--- src/design/b64e_pkg.sv ---
// Shared types, codes and the alphabet mapping for the base64 stream encoder.
// No dependencies; every other design file except b64e_if refers to it by scoped names.
package b64e_pkg;

   localparam logic [7:0] CHAR_PAD = 8'h3D;   // '='

   // bytes already taken in the current 3-byte group
   typedef enum logic [1:0] {
      PH_EMPTY = 2'd0,
      PH_ONE   = 2'd1,
      PH_TWO   = 2'd2
   } phase_type;

   // one classified input byte: up to four characters to emit
   typedef struct packed {
      logic [3:0][5:0] code;      // 6-bit codes, slot 0 first
      logic [3:0]      pad;       // slot emits '=' instead of a code
      logic [1:0]      count_m1;  // number of slots minus one
      logic            last;      // message ends with the final slot
   } job_type;

   typedef struct packed {
      logic not_full;
      logic not_empty;
   } queue_status_type;

   // 6-bit code to ASCII; url selects '-' '_' in place of '+' '/'
   function automatic logic [7:0] map_code(input logic [5:0] code, input logic url);
      logic [7:0] c;
      c = {2'b00, code};
      case (code) inside
         [6'd0:6'd25]:  map_code = c + 8'd65;     // 'A'..
         [6'd26:6'd51]: map_code = c + 8'd71;     // 'a'..
         [6'd52:6'd61]: map_code = c - 8'd4;      // '0'..
         6'd62:         map_code = url ? 8'h2D : 8'h2B;
         default:       map_code = url ? 8'h5F : 8'h2F;
      endcase
   endfunction

endpackage

--- src/design/b64e_if.sv ---
// Handshake channels of the base64 stream encoder: raw bytes in, characters out.
// Stand-alone; no package needed.
interface b64e_req_if;
   logic       valid;
   logic       ready;
   logic [7:0] data_byte;
   logic       last_byte;

   modport source (output valid, data_byte, last_byte, input ready);
   modport sink   (input valid, data_byte, last_byte, output ready);
endinterface

interface b64e_rsp_if;
   logic       valid;
   logic       ready;
   logic [7:0] out_char;
   logic       end_of_text;

   modport source (output valid, out_char, end_of_text, input ready);
   modport sink   (input valid, out_char, end_of_text, output ready);
endinterface

--- src/design/base64_stream_encoder.sv ---
// Top level of the base64 stream encoder: front end, job queue and back end.
// Depends on b64e_pkg, b64e_if, b64e_front, b64e_queue and b64e_back.
//
//   channel   direction  payload                      handshake
//   req_ch    in         data_byte[7:0], last_byte    valid/ready
//   rsp_ch    out        out_char[7:0], end_of_text   valid/ready
//   csr_*     in         csr_wr_data[1:0] (alphabet)  csr_wr_en, no wait
//
// One character leaves per cycle from the back end's output register while rsp_ch is
//   ready; a byte yields one or two characters (four per three bytes), a final byte up to four.
// A byte is taken whenever the job queue has room; the queue lets the front
//   keep accepting while the back end is still emitting earlier characters.
// Reset (synchronous) clears group phase, carry bits, queue and output valid,
//   and sets the alphabet to standard with padding.
// A stall on rsp_ch holds the output character; input stalls only once the
//   queue is full.
module base64_stream_encoder #(
   parameter int QUEUE_DEPTH = 2
) (
   input  logic       clock,
   input  logic       reset,
   b64e_req_if.sink   req_ch,
   b64e_rsp_if.source rsp_ch,
   input  logic       csr_wr_en,
   input  logic [1:0] csr_wr_data
);

   // alphabet_mode: bit 0 or 1 selects url-safe, bit 1 drops padding
   logic [1:0] mode_ff;

   b64e_pkg::queue_status_type q_status;
   b64e_pkg::job_type          push_job, pop_job;
   logic                       push, pop;

   always_ff @(posedge clock) begin
      if (reset)          mode_ff <= 2'd0;
      else if (csr_wr_en) mode_ff <= csr_wr_data;
   end

   // classify each byte into a job of one to four characters
   b64e_front u_front (
      .clock    (clock),
      .reset    (reset),
      .req_ch   (req_ch),
      .mode     (mode_ff),
      .q_status (q_status),
      .push     (push),
      .push_job (push_job)
   );

   b64e_queue #(
      .DEPTH (QUEUE_DEPTH)
   ) u_queue (
      .clock    (clock),
      .reset    (reset),
      .push     (push),
      .push_job (push_job),
      .pop      (pop),
      .pop_job  (pop_job),
      .status   (q_status)
   );

   // emit characters of each job in slot order
   b64e_back u_back (
      .clock    (clock),
      .reset    (reset),
      .q_status (q_status),
      .pop_job  (pop_job),
      .pop      (pop),
      .mode     (mode_ff),
      .rsp_ch   (rsp_ch)
   );

endmodule

--- src/design/b64e_front.sv ---
// Front end: accepts bytes, tracks group phase and carry bits, builds one job per byte.
// Uses b64e_pkg and the request channel interface.
module b64e_front (
   input  logic                      clock,
   input  logic                      reset,
   b64e_req_if.sink                  req_ch,
   input  logic [1:0]                mode,
   input  b64e_pkg::queue_status_type q_status,
   output logic                      push,
   output b64e_pkg::job_type         push_job
);

   b64e_pkg::phase_type phase_ff, phase_in;
   logic [3:0]          carry_ff, carry_in;
   logic                accept;
   logic                pad_en;
   logic [7:0]          b;

   assign req_ch.ready = q_status.not_full;
   assign accept       = req_ch.valid & q_status.not_full;
   assign push         = accept;
   assign pad_en       = ~mode[1];
   assign b            = req_ch.data_byte;

   always_comb begin
      push_job      = '0;
      push_job.last = req_ch.last_byte;
      phase_in      = phase_ff;
      carry_in      = carry_ff;
      case (phase_ff)
         b64e_pkg::PH_EMPTY: begin
            push_job.code[0] = b[7:2];
            phase_in         = b64e_pkg::PH_ONE;
            carry_in         = {2'b00, b[1:0]};
            if (req_ch.last_byte) begin
               push_job.code[1] = {b[1:0], 4'b0000};
               if (pad_en) begin
                  push_job.pad      = 4'b1100;
                  push_job.count_m1 = 2'd3;
               end else begin
                  push_job.count_m1 = 2'd1;
               end
            end
         end
         b64e_pkg::PH_ONE: begin
            push_job.code[0] = {carry_ff[1:0], b[7:4]};
            phase_in         = b64e_pkg::PH_TWO;
            carry_in         = b[3:0];
            if (req_ch.last_byte) begin
               push_job.code[1] = {b[3:0], 2'b00};
               if (pad_en) begin
                  push_job.pad      = 4'b0100;
                  push_job.count_m1 = 2'd2;
               end else begin
                  push_job.count_m1 = 2'd1;
               end
            end
         end
         default: begin
            push_job.code[0]  = {carry_ff, b[7:6]};
            push_job.code[1]  = b[5:0];
            push_job.count_m1 = 2'd1;
            phase_in          = b64e_pkg::PH_EMPTY;
            carry_in          = 4'd0;
         end
      endcase
      if (req_ch.last_byte) begin
         phase_in = b64e_pkg::PH_EMPTY;
         carry_in = 4'd0;
      end
   end

   always_ff @(posedge clock) begin
      if (reset) begin
         phase_ff <= b64e_pkg::PH_EMPTY;
         carry_ff <= 4'd0;
      end else if (accept) begin
         phase_ff <= phase_in;
         carry_ff <= carry_in;
      end
   end

endmodule

--- src/design/b64e_queue.sv ---
// Short job queue between front and back end, register based.
// Uses b64e_pkg for the job and status types.
module b64e_queue #(
   parameter int DEPTH = 2
) (
   input  logic                       clock,
   input  logic                       reset,
   input  logic                       push,
   input  b64e_pkg::job_type          push_job,
   input  logic                       pop,
   output b64e_pkg::job_type          pop_job,
   output b64e_pkg::queue_status_type status
);

   localparam int PW = (DEPTH > 1) ? $clog2(DEPTH) : 1;
   localparam int CW = $clog2(DEPTH + 1);
   localparam logic [PW-1:0] LAST_PTR = PW'(DEPTH - 1);
   localparam logic [CW-1:0] FULL_CNT = CW'(DEPTH);

   b64e_pkg::job_type entry_ff [DEPTH];
   logic [PW-1:0] wr_ptr_ff, rd_ptr_ff;
   logic [CW-1:0] count_ff;

   assign status.not_full  = (count_ff != FULL_CNT);
   assign status.not_empty = (count_ff != '0);
   assign pop_job          = entry_ff[rd_ptr_ff];

   always_ff @(posedge clock) begin
      if (push) entry_ff[wr_ptr_ff] <= push_job;
   end

   always_ff @(posedge clock) begin
      if (reset) begin
         wr_ptr_ff <= '0;
         rd_ptr_ff <= '0;
         count_ff  <= '0;
      end else begin
         if (push) wr_ptr_ff <= (wr_ptr_ff == LAST_PTR) ? '0 : wr_ptr_ff + 1'b1;
         if (pop)  rd_ptr_ff <= (rd_ptr_ff == LAST_PTR) ? '0 : rd_ptr_ff + 1'b1;
         if (push && !pop)      count_ff <= count_ff + 1'b1;
         else if (pop && !push) count_ff <= count_ff - 1'b1;
      end
   end

endmodule

--- src/design/b64e_back.sv ---
// Back end: walks the slots of each job and emits one character per cycle while rsp_ch is ready.
// Uses b64e_pkg and the result channel interface.
module b64e_back (
   input  logic                       clock,
   input  logic                       reset,
   input  b64e_pkg::queue_status_type q_status,
   input  b64e_pkg::job_type          pop_job,
   output logic                       pop,
   input  logic [1:0]                 mode,
   b64e_rsp_if.source                 rsp_ch
);

   b64e_pkg::job_type cur_ff;
   logic              cur_valid_ff;
   logic [1:0]        idx_ff;
   logic              out_valid_ff;
   logic [7:0]        char_ff, char_in;
   logic              eot_ff;
   logic              adv, issue, last_slot, cur_free;

   assign adv       = ~out_valid_ff | rsp_ch.ready;
   assign issue     = adv & cur_valid_ff;
   assign last_slot = (idx_ff == cur_ff.count_m1);
   assign cur_free  = ~cur_valid_ff | (issue & last_slot);
   assign pop       = cur_free & q_status.not_empty;

   always_comb begin
      if (cur_ff.pad[idx_ff]) char_in = b64e_pkg::CHAR_PAD;
      else                    char_in = b64e_pkg::map_code(cur_ff.code[idx_ff], |mode);
   end

   always_ff @(posedge clock) begin
      if (reset) begin
         cur_valid_ff <= 1'b0;
         idx_ff       <= 2'd0;
         out_valid_ff <= 1'b0;
      end else begin
         if (pop) begin
            cur_valid_ff <= 1'b1;
            idx_ff       <= 2'd0;
         end else if (cur_free) begin
            cur_valid_ff <= 1'b0;
         end else if (issue) begin
            idx_ff <= idx_ff + 2'd1;
         end
         if (adv) out_valid_ff <= cur_valid_ff;
      end
   end

   always_ff @(posedge clock) begin
      if (pop) cur_ff <= pop_job;
      if (issue) begin
         char_ff <= char_in;
         eot_ff  <= cur_ff.last & last_slot;
      end
   end

   assign rsp_ch.valid       = out_valid_ff;
   assign rsp_ch.out_char    = char_ff;
   assign rsp_ch.end_of_text = eot_ff;

   a_idx_in_range: assert property (@(posedge clock) disable iff (reset)
      cur_valid_ff |-> (idx_ff <= cur_ff.count_m1))
      else $error("slot index beyond job length");

   a_pop_only_when_free: assert property (@(posedge clock) disable iff (reset)
      pop |-> (cur_free && q_status.not_empty))
      else $error("job taken while current job still busy");

   a_job_continues: assert property (@(posedge clock) disable iff (reset)
      (issue && !last_slot) |=> (cur_valid_ff && idx_ff == $past(idx_ff) + 2'd1))
      else $error("job dropped before its last slot");

endmodule
--- src/flat_wrapper.sv ---
// flat-port wrapper written by rule: the top's interface ports become plain ports
module base64_stream_encoder_flat 
#(
   parameter int QUEUE_DEPTH = 2
)
  (clock, reset, csr_wr_en, csr_wr_data, req_ch_valid, req_ch_data_byte, req_ch_last_byte, req_ch_ready, rsp_ch_valid, rsp_ch_out_char, rsp_ch_end_of_text, rsp_ch_ready);
  b64e_req_if req_ch_i ();
  b64e_rsp_if rsp_ch_i ();
  input  logic clock;
  input  logic reset;
  input  logic csr_wr_en;
  input  logic [1:0] csr_wr_data;
  input wire logic [$bits(req_ch_i.valid)-1:0] req_ch_valid;
  input wire logic [$bits(req_ch_i.data_byte)-1:0] req_ch_data_byte;
  input wire logic [$bits(req_ch_i.last_byte)-1:0] req_ch_last_byte;
  output wire logic [$bits(req_ch_i.ready)-1:0] req_ch_ready;
  output wire logic [$bits(rsp_ch_i.valid)-1:0] rsp_ch_valid;
  output wire logic [$bits(rsp_ch_i.out_char)-1:0] rsp_ch_out_char;
  output wire logic [$bits(rsp_ch_i.end_of_text)-1:0] rsp_ch_end_of_text;
  input wire logic [$bits(rsp_ch_i.ready)-1:0] rsp_ch_ready;
  assign req_ch_i.valid = req_ch_valid;
  assign req_ch_i.data_byte = req_ch_data_byte;
  assign req_ch_i.last_byte = req_ch_last_byte;
  assign req_ch_ready = req_ch_i.ready;
  assign rsp_ch_valid = rsp_ch_i.valid;
  assign rsp_ch_out_char = rsp_ch_i.out_char;
  assign rsp_ch_end_of_text = rsp_ch_i.end_of_text;
  assign rsp_ch_i.ready = rsp_ch_ready;
  base64_stream_encoder #(.QUEUE_DEPTH(QUEUE_DEPTH)) u_core (.clock(clock), .reset(reset), .req_ch(req_ch_i), .rsp_ch(rsp_ch_i), .csr_wr_en(csr_wr_en), .csr_wr_data(csr_wr_data));
endmodule
--- config.mk ---
export PLATFORM = sky130hd
export DESIGN_NAME = base64_stream_encoder_flat
export DESIGN_NICKNAME = d
export VERILOG_FILES = /design/src/design/b64e_pkg.sv /design/src/design/b64e_if.sv /design/src/design/base64_stream_encoder.sv /design/src/design/b64e_front.sv /design/src/design/b64e_queue.sv /design/src/design/b64e_back.sv /design/src/flat_wrapper.sv
export SDC_FILE = /design/constraint.sdc
export NUM_CORES = 1
export LEC_CHECK = 0
export BUFFER_PORTS_ARGS = -buffer_cell sky130_fd_sc_hd__buf_4
export CAP_MARGIN = 20
export CORE_MARGIN = 1.5
export CORE_UTILIZATION = 23
export DETAILED_ROUTE_END_ITERATION = 6
export MAX_ROUTING_LAYER = met4
export PLACE_DENSITY = 0.39
export RECOVER_POWER = 100
export SLEW_MARGIN = 15
export SYNTH_ARGS = -nofsm -noshare
export SYNTH_HDL_FRONTEND = slang
export SYNTH_SLANG_ARGS = --single-unit
--- constraint.sdc ---
create_clock -name clock -period 4.6 [get_ports clock]
set_input_delay 1.15 -clock clock [delete_from_list [all_inputs] [get_ports clock]]
set_output_delay 1.15 -clock clock [all_outputs]
set_load 0.05 [all_outputs]
==> impl_metrics.yaml <==
outcome:
  run_status: "finished, violations left"
  failed_checks: "capacitance limit, slew limit"
clock_tree:
  cts.sinks: 73
  cts_hold_buf: 0
  numCtsBuffers: 9
  h-tree-depth: 3
  cts_max_path_buffers: 2
  post_cts_buffers: 0
  cts_resized: 0
  clk_pin_slew_ps: 60
  cts_tree: "done"
  clk_latency_ps: 330
  clockRootBuffer: "clkbuf_16"
synth:
  yosysUniqueCellTypes: 52
  ys_seq_area_frac: 0.580
  synthAdderAreaFrac: 0.0214
  synth_compound_area_frac: 0.107
  synth_edf_count: 57
  synth-async-reset-ratio: 0
  synth-seq-cells: 73
  synthTopCellsByArea: "edfxtp_1 (49%), dfxtp_1 (9.1%), mux2_2 (5.5%)"
  syn_inst: 288
  yosys_most_used_dff: "edfxtp_1"
  ys_warn_count: 0
  synth_xor_area_frac: 0.0375
  synth_area_per_cell_sq_um: 12.2
  syn_area_sq_mm: 0.00351
  synth_top_area_frac: 0.488
  synth_top_family_by_area: "simple AND/OR/NAND/NOR gates"
  syn_nets: 310
  synthSimpleGateAreaFrac: 0.130
  yosys.area.top_type: "edfxtp_1"
  synth.area.mux_share: 0.100
sta:
  hold_viol: 0
  setup_tns_ps: 0
  fin_crit_ps: 3200
  finalSetupViolCount: 0
  rsz0062_at_grt: "no"
  slew_headroom: -0.000910
  finClkSkew_ps: 4.15
  slew_violations: 1
  worst_slew_pin_slew_ps: 1500
  timing.final.ws_setup_ps: 1400
  fmax_ghz: 0.312
  fin_crit_sh: 0.696
placed_design:
  placed_area_sq_mm: 0.00389
  place_congestion: 0.812
  hpwl_microns: 5180
  port_buffers: 26
  pre_cts_ws_ps: 1690
die:
  initial_utilization: 0.239
  die_x_microns: 126
  chipHeight_microns: 126
  io_pins: 27
  core-area_sq_mm: 0.0147
  placement_rows: 44
  die_area_sq_mm: 0.0160
drt:
  vias_per_cell: 4.52
  first_pass_iters: 5
  wirelength_microns: 7330
  dr.first_iter.drc_count: 124
  detail-route-antenna-nets: 0
  vias: 2279
  drc: 0
  wl_per_cell_microns: 14.6
layout:
  nNetsFinal: 337
  drive_gt1_frac: 0.150
  design_area_sq_mm: 0.00409
  diodes: 0
  synthToLayoutAreaGrowth_pct: 16.8
worst_setup_path:
  critical_path_class: "register to register"
  arrival_ps: 3470
  path_max_fanout: 21
  worstSetupStartpointType: "register"
  required_ps: 4870
  worstSetupEndpointType: "register"
run:
  cap_violations: 1
power_and_ir_drop:
  vdd_drop_max_mv: 0.218
  powerDensity_mw_per_mm2: 713
  p_leak_uw: 0.00139
global_route:
  track_usage: 0.100
  grt_max_degree: 26
  antenna_found_initial: 0
  overflow: 0
  grt_pass1_wl_microns: 11800
  grt_pass1_vias: 2202
min_path:
  hp-class: "register to register"
per-stage QoR:
stage | hold slack [ps] | util | cells | total power, uW
global placement | 452 | 0.265 | 488 | 2370
global route | 486 | 0.279 | 504 | 3130
finish | 457 | 0.279 | 504 | 2920
CTS | 461 | 0.283 | 504 | 3020
floorplan | 432 | - | 288 | 2050
detailed placement | 451 | 0.265 | 488 | 2370
synth_stat cells (4+ instances only):
cell	instances
mux2_2	17
mux2i_1	16
a21oi_1	10
nand3_1	9
ha_1	6
nor2_1	17
a21o_1	6
o21ai_0	15
nor3_1	7
xor2_1	8
inv_1	6
nand2_1	22
xnor2_1	7
clkbuf_1	9
edfxtp_1	57
nand2b_1	6
a21oi_2	4
dfxtp_1	16
critical path, stage by stage (launching register included):
cell and delay, ps:
dfxtp_1 820, xnor2_1 250, a31o_2 210, o21a_1 110, clkbuf_1 760, inv_1 120
ha_1 360, or3_1 370, a21oi_1 130
cell families after synthesis:
logic type,after synthesis
compound gates,56
mux,33
xor+xnor,15
other cells,1
flops,73
buf+inv,19
simple gates,85
fa+ha+maj,6
registers in the layout (all words and copies together), names as in the netlist, 2 cells and up:
register and cells:
u_core.u_back.rsp_ch.out_char 8, u_core.u_front.phase_ff 2, u_core.u_queue.count_ff 2, u_core.u_front.carry_ff 4, u_core.u_queue.entry_ff 32, u_core.u_back.idx_ff 2
u_core.u_back.cur_ff 16, u_core.mode_ff 2
cell usage in the layout (no fill, tap or decap), drive strengths merged, types with 2 or more instances in the layout:
master / n
nor4b: 2
a21oi: 15
o211ai: 2
nand3: 9
edfxtp: 57
nor3b: 3
clkinv: 5
nand3b: 3
dfxtp: 16
o22ai: 3
and3: 2
nand2: 22
or3: 2
xor2: 8
inv: 7
nand2b: 6
nor3: 7
o221ai: 2
a31oi: 3
mux2: 17
mux2i: 16
o21ai: 16
and2: 3
a21o: 6
buf: 10
xnor2: 7
clkbuf: 28
nand4: 2
ha: 6
nor4: 2
nor2: 18
path summary, 6_finish.rpt:
check             cells after the start                    endpoint                  startpoint  slack (ps)
setup / recovery                      8  u_core.u_queue.count_ff[1]     u_core.u_back.idx_ff[1]        1400
hold / removal                        2  u_core.u_front.carry_ff[2]  u_core.u_front.carry_ff[2]         460
setup reg to reg                      8  u_core.u_queue.count_ff[1]     u_core.u_back.idx_ff[1]        1400
hold reg to reg                       2  u_core.u_front.carry_ff[2]  u_core.u_front.carry_ff[2]         460
final cells by class:
cell class	instances	area (sq um)
sequential	73	2030
clock buffer	10	229
tap	184	230
clock inverter	6	42.5
fill	1519	10600
multi-input combinational	196	1380
timing repair buffer	28	150
inverter	7	26.3
power breakdown:
group	switching (uW)	leakage [uW]	internal, uW
logic	738	0.000584	437
clock network	270	0.000130	366
registers	123	0.000670	985
routing by layer:
layer	track usage	up-vias	share of wire
met1	0.127	1085	0.49
met4	0.0325	0	0.014
met3	0.0354	9	0.049
met5	-	-	0
li1	-	1127	-
met2	0.149	58	0.45
Power figures use the tool's default switching activity.
